**src/design/oaht_pkg.sv**
```systemverilog
// Shared types and constants of the open-addressing hash table.
// Used by the probe sequencer and by the top level; depends on nothing.
package oaht_pkg;

  localparam int unsigned KEY_W   = 64;
  localparam int unsigned VALUE_W = 64;
  localparam int unsigned HASH_W  = 32;
  localparam int unsigned LIMIT_W = 9;
  localparam int unsigned COUNT_W = 9;
  localparam int unsigned PADDR_W = 3;
  localparam int unsigned PDATA_W = 32;

  localparam logic [1:0] KIND_GET = 2'd0;
  localparam logic [1:0] KIND_SET = 2'd1;
  localparam logic [1:0] KIND_DEL = 2'd2;

  localparam logic [1:0] SLOT_EMPTY = 2'd0;
  localparam logic [1:0] SLOT_LIVE  = 2'd1;
  localparam logic [1:0] SLOT_TOMB  = 2'd2;

  localparam logic REG_OCC_LIMIT = 1'b0;

  localparam logic [LIMIT_W-1:0] OCC_LIMIT_RESET = 9'd192;
  localparam logic [COUNT_W-1:0] COUNT_MAX       = 9'd511;

  typedef struct packed {
    logic               found;
    logic               live;
    logic [VALUE_W-1:0] value;
  } probe_res_t;

endpackage

```
**src/design/oaht_probe.sv**
```systemverilog
// Linear probe sequencer with tombstone tracking and the shared key comparator.
// Depends on oaht_pkg; reads the slot memories held by the top level.
module oaht_probe import oaht_pkg::*; #(
  parameter int unsigned CAPACITY = 256,
  localparam int unsigned IDX_W = $clog2(CAPACITY)
) (
  input  logic               clk_i,
  input  logic               rst_ni,
  input  logic               start_i,
  input  logic [IDX_W-1:0]   home_i,
  input  logic [KEY_W-1:0]   key_i,
  input  logic [1:0]         rd_state_i,
  input  logic [KEY_W-1:0]   rd_key_i,
  input  logic [VALUE_W-1:0] rd_value_i,
  output logic [IDX_W-1:0]   rd_addr_o,
  output logic               busy_o,
  output logic               done_o,
  output logic [IDX_W-1:0]   slot_o,
  output probe_res_t         result_o
);

  logic             busy_q, data_vld_q, have_tomb_q, done_q;
  logic [IDX_W-1:0] addr_q, data_idx_q, tomb_q, visited_q, slot_q;
  probe_res_t       res_q;

  logic             is_live, is_empty, key_eq, eval, take_tomb, last;
  logic             stop_match, stop_empty, finish, have_tomb_d;
  logic [IDX_W-1:0] tomb_d, slot_d, addr_next;
  probe_res_t       res_d;

  always_comb begin
    is_live     = (rd_state_i == SLOT_LIVE);
    is_empty    = (rd_state_i == SLOT_EMPTY);
    key_eq      = (rd_key_i == key_i);
    eval        = busy_q && data_vld_q;
    take_tomb   = eval && !is_live && !is_empty && !have_tomb_q;
    tomb_d      = take_tomb ? data_idx_q : tomb_q;
    have_tomb_d = have_tomb_q || take_tomb;
    last        = (visited_q == IDX_W'(CAPACITY - 1));
    stop_match  = eval && is_live && key_eq;
    stop_empty  = eval && is_empty;
    finish      = stop_match || stop_empty || (eval && last);
    addr_next   = (addr_q == IDX_W'(CAPACITY - 1)) ? '0 : addr_q + 1'b1;
    if (stop_match || (stop_empty && !have_tomb_q)) begin
      slot_d = data_idx_q;
    end else begin
      slot_d = tomb_d;
    end
    res_d.found = stop_match || stop_empty || have_tomb_d;
    res_d.live  = stop_match;
    res_d.value = rd_value_i;
  end

  always_ff @(posedge clk_i or negedge rst_ni) begin
    if (!rst_ni) begin
      busy_q      <= 1'b0;
      data_vld_q  <= 1'b0;
      have_tomb_q <= 1'b0;
      done_q      <= 1'b0;
      visited_q   <= '0;
    end else begin
      done_q <= 1'b0;
      if (start_i) begin
        busy_q      <= 1'b1;
        data_vld_q  <= 1'b0;
        have_tomb_q <= 1'b0;
        visited_q   <= '0;
      end else if (busy_q) begin
        data_vld_q <= 1'b1;
        if (eval) begin
          visited_q   <= visited_q + 1'b1;
          have_tomb_q <= have_tomb_d;
        end
        if (finish) begin
          busy_q     <= 1'b0;
          data_vld_q <= 1'b0;
          done_q     <= 1'b1;
        end
      end
    end
  end

  always_ff @(posedge clk_i) begin
    if (start_i) begin
      addr_q <= home_i;
    end else if (busy_q) begin
      addr_q     <= addr_next;
      data_idx_q <= addr_q;
      if (eval) begin
        tomb_q <= tomb_d;
      end
      if (finish) begin
        res_q  <= res_d;
        slot_q <= slot_d;
      end
    end
  end

  assign rd_addr_o = addr_q;
  assign busy_o    = busy_q;
  assign done_o    = done_q;
  assign slot_o    = slot_q;
  assign result_o  = res_q;

endmodule
```
**config.mk**
```make
export PLATFORM = sky130hd
export DESIGN_NAME = oaht_probe
export DESIGN_NICKNAME = d
export VERILOG_FILES = /design/src/design/oaht_pkg.sv /design/src/design/oaht_probe.sv
export SDC_FILE = /design/constraint.sdc
export NUM_CORES = 1
export LEC_CHECK = 0
export ABC_AREA = 1
export BUFFER_PORTS_ARGS = -buffer_cell sky130_fd_sc_hd__buf_2
export CORE_UTILIZATION = 36
export DETAILED_ROUTE_END_ITERATION = 7
export PLACE_DENSITY = 0.73
export SLEW_MARGIN = 20
export SYNTH_ARGS = -nofsm -noshare
export SYNTH_HDL_FRONTEND = slang
export SYNTH_SLANG_ARGS = --single-unit
```
**constraint.sdc**
```tcl
create_clock -name clk_i -period 3.41 [get_ports clk_i]
set_clock_uncertainty 0.2 [all_clocks]
set_input_delay 0.682 -clock clk_i [delete_from_list [all_inputs] [get_ports clk_i]]
set_output_delay 0.682 -clock clk_i [all_outputs]
set_load 0.01 [all_outputs]
```
# Yosys cells after proc, flatten, opt, wreduce, memory -nomap -nowiden
# Index checks and enable logic that the tools add are counted.
# totals
register_bits	110
in_bits	205
out_inout_bits	84
# classes
addsub	2
n_eq_ne	4
mux	19
bitwise	1
reduce_logical	24
# op_table
op	count
$eq A64 B64 Y1	1
$mux W8	8
$add A8 B1 Y8 const B	2
$eq A8 B8 Y1 const B	2
$mux W1	11
$logic_and A1 B1 Y1	9
$reduce_and A3 Y1	2
$logic_or A1 B1 Y1	5
$reduce_and A2 Y1	2
$reduce_bool A2 Y1	2
$logic_not A1 Y1	3
$eq A2 B1 Y1 const B	1
$logic_not A2 Y1	1
$not A1 Y1	1

# Logic depth before layout (Yosys ltp)
# Gate-level depths: netlist of the first run.
# logic_depth
word_depth	9
ltp_mapped	12

# Worst setup path before layout of the first run
# Ideal clock, no wire load.
# synth_timing
path_kind	input-to-reg
start	input rd_key_i[8]
end	register res_q, in the netlist result_o[0], enable pin
arrival_ps	2914
required_time_ps	2782
slack_ps	-132
cell_stages	12
n_path_buf	0
path_cell_list	inv_1 -> nand2_1 -> nand2_1 -> nor2_1 -> nand2_1 -> nor2_1 -> nand2_1 -> nor2_1 -> nand3_2 -> nand3_1 -> nand2_1 -> inv_1
# synth_via
elab_chain_cells	5
# synth_rtl
item	line	source
start: declaration	oaht_probe.sv:13	input logic [KEY_W-1:0] rd_key_i,
$eq A64 B64 Y1	oaht_probe.sv:34	key_eq = (rd_key_i == key_i);
$logic_and A1 B1 Y1	oaht_probe.sv:40	stop_match = eval && is_live && key_eq;
$logic_or A1 B1 Y1 (2 in a row)	oaht_probe.sv:42	finish = stop_match || stop_empty || (eval && last);
$reduce_and A3 Y1 (no source line)	-	
end signal: assignment	oaht_probe.sv:93	res_q <= res_d;
end: declaration	oaht_probe.sv:24	probe_res_t res_q;
# Every way passes these cells.
# A chain may end at the register's enable or synchronous reset.

# Worst setup path after layout of the first run
# layout_timing
start	input rd_key_i[8]
end	register res_q, in the netlist result_o[48], enable pin
# The elaborated chain is that of the path after synthesis.

==> flow_summary_export.csv, run 1 <==
group,metric,value,unit
floorplanning,die_x,130,um
setup_path,endpoint_kind,"register",
detailed_routing,drt_iter0_markers,256,
floorplanning,start_util,0.369,
detailed_routing,vias_per_cell,4.47,
sta,tightest_slew,0.758,ns
yosys,synth.distinct_cells,35,
placed_design,port_buffers,288,
yosys,synth-main-ff-cell,"edfxtp_1",
setup_path,arrival,2.34,ns
cts,clk_pin_slew,0.08,ns
sta,fmax,0.397,GHz
yosys,synthCells,711,
cts,clk_path_buf_depth,2,
detailed_routing,drtPass1Iterations,5,
yosys,seq_area_frac_synth,0.553,
placed_design,dp_hpwl,14500,um
global_routing,grt_max_degree,49,
cts,postCtsSetupRepairBufs,0,
cts,cts_buffers,9,
global_routing,antenna_found_initial,5,
cts,cts_tree,"built",
global_routing,grt_remaining_overflow,0,
power_and_ir_drop,p_per_area,403,mW/mm2
floorplanning,dieArea,0.0168,mm2
layout,drive_gt1_frac,0.328,
layout,area_growth,35.5,%
outcome,status,"complete, no violations",
cts,cts_sinks,110,
yosys,synth_top_area_frac,0.502,
global_routing,grt_use_total,0.204,
yosys,synth_edf_count,98,
cts,cts_resized,0,
setup_path,worst_path_max_delay_cell,"buf_4",
detailed_routing,drt_wl_total,17200,um
layout,stdcell_area,0.00795,mm2
cts,clk_latency,0.35,ns
yosys,synth_nets,918,
yosys,ys_warn_count,0,
detailed_routing,top_layer,"met4",
sta,grt_setup_unrepaired,"false",
min_path,holdCritPathClass,"in -> reg",
floorplanning,ios,289,
yosys,synthTopCellsByCount,"nand2_1, inv_1, edfxtp_1, nor2_1, nand3_1",
detailed_routing,drc,0,
cts,hold_buffers,1,
yosys,synthTopCellsByArea,"edfxtp_1, nand2_1, inv_1",
sta,setup_viol,0,
sta,relSlewSlack,0.493,
setup_path,cpPeakStageDelay,0.32,ns
layout,layout.cells.non_filler,1237,
placed_design,placed_cell_area,0.00760,mm2
yosys,synth_most_common_cell,"nand2_1",
detailed_routing,ant_nets,0,
yosys,syn_area_per_cell,8.25,um2
placed_design,place.gp.congestion,0.962,
layout,final_nets,1218,
global_routing,grt_pass1_wl,25100,um
cts,cts_root_buf,"clkbuf_16",
floorplanning,core,0.0159,mm2
sta,fin_crit,2.52,ns
sta,slew_violations,0,
placed_design,placedCellCount,1215,
floorplanning,fp.dieH,130,um
detailed_routing,drt-met1-wl,7070,um
sta,finalHoldViolCount,0,
run,maxCapViolCount,0,
setup_path,worst-path-max-fanout,26,
floorplanning,rows,46,
yosys,ys_ff_latch,110,
setup_path,startpoint_type,"input pin",
sta,fin_setup_tns,0,ns
setup_path,crit_top_cell,"nand2_1",
yosys,yosys.area.top_type,"edfxtp_1",
global_routing,grt_pass1_vias,4949,
detailed_routing,wl_met3,1310,um
sta,finalCritPeriodShare,0.740,
setup_path,cp.required,3.23,ns
detailed_routing,avgRoutedWirePerCell,13.9,um
cts,htree_levels,3,
yosys,synthArstFlopShare,0.109,
sta,hold_slack,0.299,ns
power_and_ir_drop,ir_drop,0.240,mV
yosys,synth_area,0.00587,mm2
detailed_routing,vias,5530,
detailed_routing,wl_met2,8520,um
setup_path,cp_cell_sequence,"buf_2, inv_1, nand2_1, nand2_1, nor2_1, nand2_1, nor2_1, nand2_1, nor2_1, nand3_2, nand3_1, nand2_1, clkinvlp_4, buf_4",
power_and_ir_drop,p_leak,4.19,nW
setup_path,worstSetupPathType,"in -> reg",
report_power, final:
part	switching, W	internal [W]	leakage (nW)
Combinational	0.000290	0.000206	2.96
Sequential	0.0000357	0.00154	1.07
Clock	0.000478	0.000654	0.156
routing by layer:
| layer | up-vias | track usage |
|---|---|---|
| met5 | - | 0 |
| met4 | 0 | 0.0834 |
| met3 | 23 | 0.0508 |
| met2 | 207 | 0.355 |
| met1 | 2470 | 0.239 |
| li1 | 2830 | - |
registers in the layout (all words and copies together) (netlist names):
register,count
busy_o,1
data_idx_q,8
data_vld_q,1
done_o,1
have_tomb_q,1
rd_addr_o,8
result_o,66
slot_o,8
tomb_q,8
visited_q,8
cells by family (layout without fill, tap and decap cells):
kind of cell / Yosys count / count (layout) / synth area share
fa+ha+maj: 2 / 2 / 0.00427
other cells: 0 / 5 / 0
compound gates: 18 / 18 / 0.0164
flops: 110 / 110 / 0.553
buf+inv: 142 / 447 / 0.0909
simple gates: 423 / 423 / 0.308
mux: 8 / 8 / 0.0154
xor+xnor: 8 / 8 / 0.0119
path summary, 6_finish.rpt:
check / startpoint / end / slack, ns / depth (start not counted)
min in group asynchronous: rst_ni / visited_q[5] / 0.53 / 2
hold / removal: rd_value_i[57] / result_o[57] / 0.30 / 1
max in group asynchronous: rst_ni / have_tomb_q / 2.26 / 2
setup / recovery: rd_key_i[8] / result_o[48] / 0.89 / 14
setup reg to reg: busy_o / result_o[48] / 1.03 / 11
hold reg to reg: data_idx_q[4] / slot_o[4] / 0.34 / 2
cells in the final DEF (no fill, tap or decap), types with 6 or more instances in the layout:
master	n
buf_2	288
nand2_1	273
inv_1	136
edfxtp_1	98
nor2_1	72
nand3_1	19
nand4_1	17
dfrtp_1	12
o21ai_0	10
nor4_1	9
clkbuf_16	9
nand2_2	7
nor3_1	7
nor2_2	7
xor2_1	6
through the flow:
step / power, W / utilization / setup slack (ns)
after global routing: 0.00335 / 0.500 / 0.679
final: 0.00320 / 0.500 / 0.888
after floorplan: 0.00185 / - / 0.334
after detailed placement: 0.00210 / 0.478 / 0.562
after CTS: 0.00324 / 0.499 / 0.934
after global placement: 0.00209 / 0.478 / 0.630
worst max-delay path: cells and delay by family:
kind / cells / cell delay, ns
AND/OR/NAND/NOR: 10 / 1.09
buffers and inverters: 4 / 0.57
area by class of cell:
class,instances,area (um2)
fillers,1525,7940
clock buffers,11,233
inverters,140,529
clock inverters,5,88.8
multi-input cells,459,2090
flip-flops and latches,110,3240
diodes,5,12.5
well taps,216,270
repair buffers,291,1480
(Power assumes the default switching activity.)
==> run 2: changes to the inputs <==
--- a/config.mk
+++ b/config.mk
@@ -5,11 +5,11 @@
 export SDC_FILE = /design/constraint.sdc
 export NUM_CORES = 1
 export LEC_CHECK = 0
-export ABC_AREA = 1
+export ABC_AREA = 0
 export BUFFER_PORTS_ARGS = -buffer_cell sky130_fd_sc_hd__buf_2
 export CORE_UTILIZATION = 36
 export DETAILED_ROUTE_END_ITERATION = 7
-export PLACE_DENSITY = 0.73
+export PLACE_DENSITY = 0.76
 export SLEW_MARGIN = 20
 export SYNTH_ARGS = -nofsm -noshare
 export SYNTH_HDL_FRONTEND = slang
==> constraint.sdc (replaced) <==
create_clock -name clk_i -period 2.3 [get_ports clk_i]
set_clock_uncertainty 0.2 [all_clocks]
set_input_delay 0.46 -clock clk_i [delete_from_list [all_inputs] [get_ports clk_i]]
set_output_delay 0.46 -clock clk_i [all_outputs]
set_load 0.01 [all_outputs]
==> run 2 against run 1 <==
Against the previous run:
- the run now ends with negative setup slack left
- non-clock buffer count grew 53
- sequential power grew 49%
- sequential share of layout area grew 1.1 points
- largest power group unchanged
==> flow_summary_export.csv, run 2 <==
group,metric,value,unit
yosys,ys_ff_latch,110,
sta,tightest_slew,0.353,ns
cts,cts_buffers,9,
setup_path,worst-path-max-fanout,26,
global_routing,grt_remaining_overflow,0,
setup_path,cp-startpoint,"key_i[0]",
yosys,synthCells,333,
sta,fin_setup_tns,-2.57,ns
cts,cts_root_buf,"clkbuf_16",
floorplanning,dieArea,0.0140,mm2
floorplanning,core,0.0132,mm2
placed_design,placed_cell_area,0.00708,mm2
yosys,synth_edf_count,98,
setup_path,ff2ff_setup_slack,0.07,ns
setup_path,rr_startpoint,"data_vld_q",
yosys,ys_warn_count,0,
power_and_ir_drop,p_per_area,597,mW/mm2
floorplanning,die_x,118,um
layout,largest_reg_flops,66,
yosys,syn_area_per_cell,14.6,um2
floorplanning,fp.dieH,118,um
min_path,holdCritPathClass,"in -> reg",
sta,fin_crit,2.35,ns
setup_path,crit_top_cell,"nand4b_1",
yosys,synth.distinct_cells,40,
yosys,synth_most_common_cell,"edfxtp_1",
setup_path,cp_cell_sequence,"buf_6, inv_2, a222oi_1, o2111ai_1, nand4b_1, nand4b_1, a21boi_4, buf_12, buf_16",
setup_path,startpoint_type,"input pin",
sta,grt_setup_unrepaired,"true",
setup_path,worst_path_max_delay_cell,"a222oi_1",
outcome,violations,"negative setup slack",
yosys,synthTopCellsByCount,"edfxtp_1, xnor2_1, xor2_1, nand2_1, nand4_1",
sta,finalHoldViolCount,0,
cts,cts_sinks,110,
sta,worst_slack,-0.0515,ns
outcome,status,"finished, violations left",
power_and_ir_drop,pwr-share-seq,0.507,
layout,mostFrequentLayoutCell,"buf_2",
yosys,synthArstFlopShare,0.109,
layout,drive_gt1_frac,0.598,
yosys,synth_nets,540,
sta,relSlewSlack,0.765,
floorplanning,rows,42,
setup_path,reg2reg_depth,8,
setup_path,arrival,2.19,ns
yosys,synth-main-ff-cell,"edfxtp_1",
detailed_routing,avgRoutedWirePerCell,16.8,um
yosys,seq_area_frac_synth,0.666,
power_and_ir_drop,pwr-share-clk,0.317,
run,maxCapViolCount,0,
global_routing,antenna_found_initial,6,
setup_path,reg2reg_to,"result_o[61]",
power_and_ir_drop,p_sw_frac,0.241,
detailed_routing,vias_per_cell,4.72,
detailed_routing,ant_nets,0,
cts,htree_levels,3,
cts,clk_pin_slew,0.08,ns
global_routing,grt_pass1_wl,21200,um
power_and_ir_drop,internal_power,0.00350,W
placed_design,place.gp.congestion,0.843,
global_routing,grt_use_total,0.202,
layout,area_growth,58.9,%
detailed_routing,drtPass1Iterations,4,
detailed_routing,drc,0,
placed_design,port_buffers,288,
detailed_routing,vias,4106,
setup_path,endpoint_kind,"register",
yosys,yosys.area.top_type,"edfxtp_1",
setup_path,cp.required,2.14,ns
placed_design,pre_cts_slack,-0.426,ns
setup_path,cpPeakStageDelay,0.34,ns
power_and_ir_drop,p_leak,3.37,nW
cts,clk_latency,0.33,ns
yosys,synth_top_area_frac,0.605,
detailed_routing,drt_wl_total,14700,um
cts,clk_path_buf_depth,2,
setup_path,crit_path_end,"result_o[61]",
sta,setup_viol,62,
floorplanning,ios,289,
floorplanning,start_util,0.369,
yosys,synth_area,0.00487,mm2
sta,slew_violations,0,
layout,final_cell_mix,"buf_2, edfxtp_1, buf_4",
power_and_ir_drop,combPwrFrac,0.176,
global_routing,grt_pass1_vias,4148,
sta,fmax,0.425,GHz
sta,finalCritPeriodShare,1.02,
cts,cts_tree,"built",
global_routing,grt_max_degree,27,
power_and_ir_drop,ir_drop,0.348,mV
layout,final_nets,891,
power_and_ir_drop,finalPower,0.00462,W
yosys,synthTopCellsByArea,"edfxtp_1, xnor2_1, dfrtp_1",
placed_design,dp_hpwl,12100,um
detailed_routing,drt_iter0_markers,137,
setup_path,worstSetupPathType,"in -> reg",
layout,stdcell_area,0.00773,mm2
power_and_ir_drop,power.switching,0.00111,W
run 2: power groups by stage:
stage	logic, W	clock network, W	registers (W)
finish	0.000812	0.00146	0.00234
global route	0.000874	0.00158	0.00235
CTS	0.000759	0.00151	0.00234
detailed placement	0.000746	0	0.00238
global placement	0.000723	0	0.00238
floorplan	0.000297	0	0.00240
run 2: area by class of cell:
| cell class | instances | area (um2) |
|---|---|---|
| fillers | 1078 | 5460 |
| flip-flops and latches | 110 | 3240 |
| repair buffers | 344 | 2060 |
| multi-input cells | 213 | 1890 |
| clock buffers | 9 | 225 |
| well taps | 176 | 220 |
| clock inverters | 7 | 66.3 |
| inverters | 6 | 22.5 |
| diodes | 5 | 12.5 |
run 2: metal layers:
metal	global-route usage	wire length [um]	vias up
met4	0.0962	580	2
li1	-	-	1954
met3	0.0415	910	28
met5	0	13	-
met2	0.401	8220	210
met1	0.195	4930	1912
run 2: stage by stage:
step | hold slack (ns) | cells | utilization
2_1_floorplan | -0.0356 | 333 | -
3_3_place_gp | 0.154 | 843 | 0.537
3_5_place_dp | 0.159 | 843 | 0.537
4_1_cts | 0.0787 | 861 | 0.563
5_1_grt | 0.0766 | 870 | 0.586
6_report | 0.0916 | 870 | 0.586
run 2: worst min path at each step:
stage	startpoint	cells past startpoint	slack [ns]	to
after floorplan	rst_ni	0	-0.04	busy_o
after global placement	rst_ni	1	0.15	done_o
after detailed placement	rst_ni	1	0.16	done_o
after CTS	rd_value_i[15]	1	0.08	result_o[15]
after global routing	rd_value_i[15]	1	0.08	result_o[15]
final	rd_value_i[15]	1	0.09	result_o[15]
run 2: kinds of logic after synthesis:
kind of cell / synth area share
xor+xnor: 0.133
mux: 0.0393
buf+inv: 0.00797
simple gates: 0.112
flops: 0.666
fa+ha+maj: 0.00514
compound gates: 0.0363
run 2: timing repair:
item,4_1_cts,5_1_grt
gates resized for setup,8,37
setup endpoints to repair,80,80
hold buffers,1,0
pin swaps,2,27
gates cloned,0,1
endpoints found under the hold margin,12,0
setup buffers,1,3
run 2: critical path: cells and delay by family:
| kind | cells | cell delay [ns] |
|---|---|---|
| AO/OA/AOI/OAI | 3 | 0.76 |
| AND/OR/NAND/NOR | 2 | 0.52 |
| buffers and inverters | 4 | 0.44 |
==> run 3: changes to the inputs <==
--- a/config.mk
+++ b/config.mk
@@ -6,7 +6,7 @@
 export NUM_CORES = 1
 export LEC_CHECK = 0
 export ABC_AREA = 0
-export BUFFER_PORTS_ARGS = -buffer_cell sky130_fd_sc_hd__buf_2
+export BUFFER_PORTS_ARGS = -buffer_cell sky130_fd_sc_hd__buf_4
 export CORE_UTILIZATION = 36
 export DETAILED_ROUTE_END_ITERATION = 7
 export PLACE_DENSITY = 0.76
==> run 3 against run 2 <==
Against the previous run:
- the run still ends with negative setup slack left
- total power increased by 4.3%
- worst hold slack got worse by 0.0014 ns
- non-clock buffer count grew 6
- combinational power rose by 14%
- final cell count increased by 0.23%
- first-iteration DRC count is 62% higher
==> flow_summary_export.csv, run 3 (synthesis gave the netlist of run 2 again) <==
group,metric,value,unit
outcome,status,"finished, violations left",
outcome,violations,"negative setup slack",
global_routing,grt_pass1_wl,21800,um
floorplanning,dieArea,0.0140,mm2
global_routing,grt_pass1_vias,4276,
global_routing,grtUsageMet2,0.414,
sta,relSlewSlack,0.724,
layout,multi_input_area,0.00188,mm2
cts,cts_sinks,110,
floorplanning,ios,289,
cts,clk_pin_slew,0.08,ns
layout,drive_gt1_frac,0.597,
layout,final_cell_mix,"buf_4, edfxtp_1, xor2_1",
power_and_ir_drop,power.switching,0.00110,W
power_and_ir_drop,p_leak,3.61,nW
layout,mostFrequentLayoutCell,"buf_4",
power_and_ir_drop,p_per_area,570,mW/mm2
detailed_routing,avgRoutedWirePerCell,17.2,um
sta,worst_slack,-0.0498,ns
global_routing,grt_use_met3,0.0487,
floorplanning,fp.dieH,118,um
setup_path,worst-path-max-fanout,7,
global_routing,use_met1,0.205,
floorplanning,die_x,118,um
power_and_ir_drop,internal_power,0.00372,W
layout,layout.cells.non_filler,872,
global_routing,grt_remaining_overflow,0,
cts,clk_path_buf_depth,2,
detailed_routing,drt_iter0_markers,222,
sta,grt_setup_unrepaired,"true",
power_and_ir_drop,pwr-share-seq,0.486,
global_routing,grt_use_total,0.211,
setup_path,endpoint_kind,"register",
floorplanning,start_util,0.369,
setup_path,cp.required,2.15,ns
sta,finalHoldViolCount,0,
cts,cts_tree,"built",
floorplanning,rows,42,
power_and_ir_drop,p_sw_frac,0.229,
sta,tightest_slew,0.413,ns
global_routing,grt_max_degree,29,
setup_path,arrival,2.20,ns
global_routing,antenna_found_initial,1,
layout,seqCellArea,0.00324,mm2
cts,clk_latency,0.34,ns
power_and_ir_drop,ir_drop,0.332,mV
run,maxCapViolCount,0,
detailed_routing,drc,0,
sta,fmax,0.426,GHz
detailed_routing,ant_nets,0,
placed_design,dp_hpwl,12000,um
layout,final_nets,897,
sta,finalCritPeriodShare,1.02,
sta,setup_viol,72,
detailed_routing,drt_wl_total,15000,um
cts,cts_root_buf,"clkbuf_16",
layout,fillCellCount,1018,
power_and_ir_drop,finalPower,0.00482,W
floorplanning,core,0.0132,mm2
min_path,min_path_cells,1,
setup_path,worstSetupPathType,"in -> reg",
setup_path,startpoint_type,"input pin",
global_routing,top_usage_layer,"met2",
setup_path,reg2reg_depth,8,
detailed_routing,vias_per_cell,4.78,
sta,fin_crit,2.35,ns
layout,area_growth,73.6,%
min_path,holdCritPathClass,"in -> reg",
detailed_routing,vias,4165,
placed_design,placedCellCount,840,
cts,cts_buffers,9,
detailed_routing,drtPass1Iterations,6,
layout,largest_reg_flops,66,
power_and_ir_drop,pwr-share-clk,0.322,
placed_design,place.gp.congestion,0.841,
placed_design,port_buffers,288,
cts,htree_levels,3,
power_and_ir_drop,combPwrFrac,0.192,
sta,slew_violations,0,
run 3: cell count changes in the layout (fill, tap and decap cells not counted), sizes merged:
| cell | previous run | this run |
|---|---|---|
| bufinv | 0 | 1 |
| buf | 342 | 346 |
| diode | 5 | 1 |
| clkinv | 2 | 1 |
| clkbuf | 10 | 14 |
| clkinvlp | 2 | 0 |
run 3: final cells by class:
cell class / count / area share
flip-flops and latches: 110 / 0.384
inverters: 6 / 0.00267
repair buffers: 350 / 0.329
diodes: 1 / 0.000296
well taps: 176 / 0.0261
clock inverters: 5 / 0.00755
clock buffers: 11 / 0.0275
multi-input cells: 213 / 0.223
run 3: stage by stage:
stage / TNS [ns] / utilization / setup WS, ns / hold slack, ns / cell area (um2)
global placement: -32.38 / 0.587 / -0.408 / 0.105 / 7740
CTS: -0.0522 / 0.618 / -0.0131 / 0.0768 / 8150
global route: -5.66 / 0.640 / -0.0949 / 0.0651 / 8450
floorplan: -76.76 / - / -1.03 / -0.0356 / 5000
detailed placement: -35.72 / 0.587 / -0.451 / 0.109 / 7740
finish: -2.11 / 0.640 / -0.0498 / 0.0902 / 8450
run 3: critical path, stage by stage:
cell,delay [ns]
buf_4,0.12
xnor2_2,0.17
nand4_1,0.13
nor4_1,0.28
nand4b_1,0.16
nand4b_1,0.29
a21boi_4,0.26
buf_6,0.18
clkbuf_16,0.15
run 3: final timing paths:
path                                     start       endpoint  slack [ns]
worst max-delay path              rd_key_i[49]   result_o[44]       -0.05
worst max register to register      data_vld_q   result_o[44]        0.05
max in group asynchronous               rst_ni   visited_q[2]        1.46
worst min-delay path            rd_value_i[45]   result_o[45]        0.09
worst min register to register    rd_addr_o[4]  data_idx_q[4]        0.33
min in group asynchronous               rst_ni   visited_q[6]        0.29
run 3: power groups by stage:
stage	sequential (W)	combinational [W]	clock [W]
3_3_place_gp	0.00238	0.000839	0
3_5_place_dp	0.00239	0.000859	0
5_1_grt	0.00235	0.000989	0.00166
2_1_floorplan	0.00240	0.000297	0
4_1_cts	0.00234	0.000879	0.00159
6_report	0.00234	0.000925	0.00155
run 3: routing by layer:
metal	up-vias	share of wire	wire [um]
met5	-	0	0
met4	0	0.030	443
met3	28	0.065	981
met2	216	0.57	8550
met1	1956	0.33	5010
li1	1965	-	-
run 3: timing repair:
action | in CTS | in global routing
pin swaps | 4 | 25
endpoints found under the setup margin | 80 | 80
setup buffers | 3 | 5
hold endpoints to repair | 12 | 0
resized for setup | 9 | 28
gates cloned | 1 | 5
hold buffers | 1 | 0
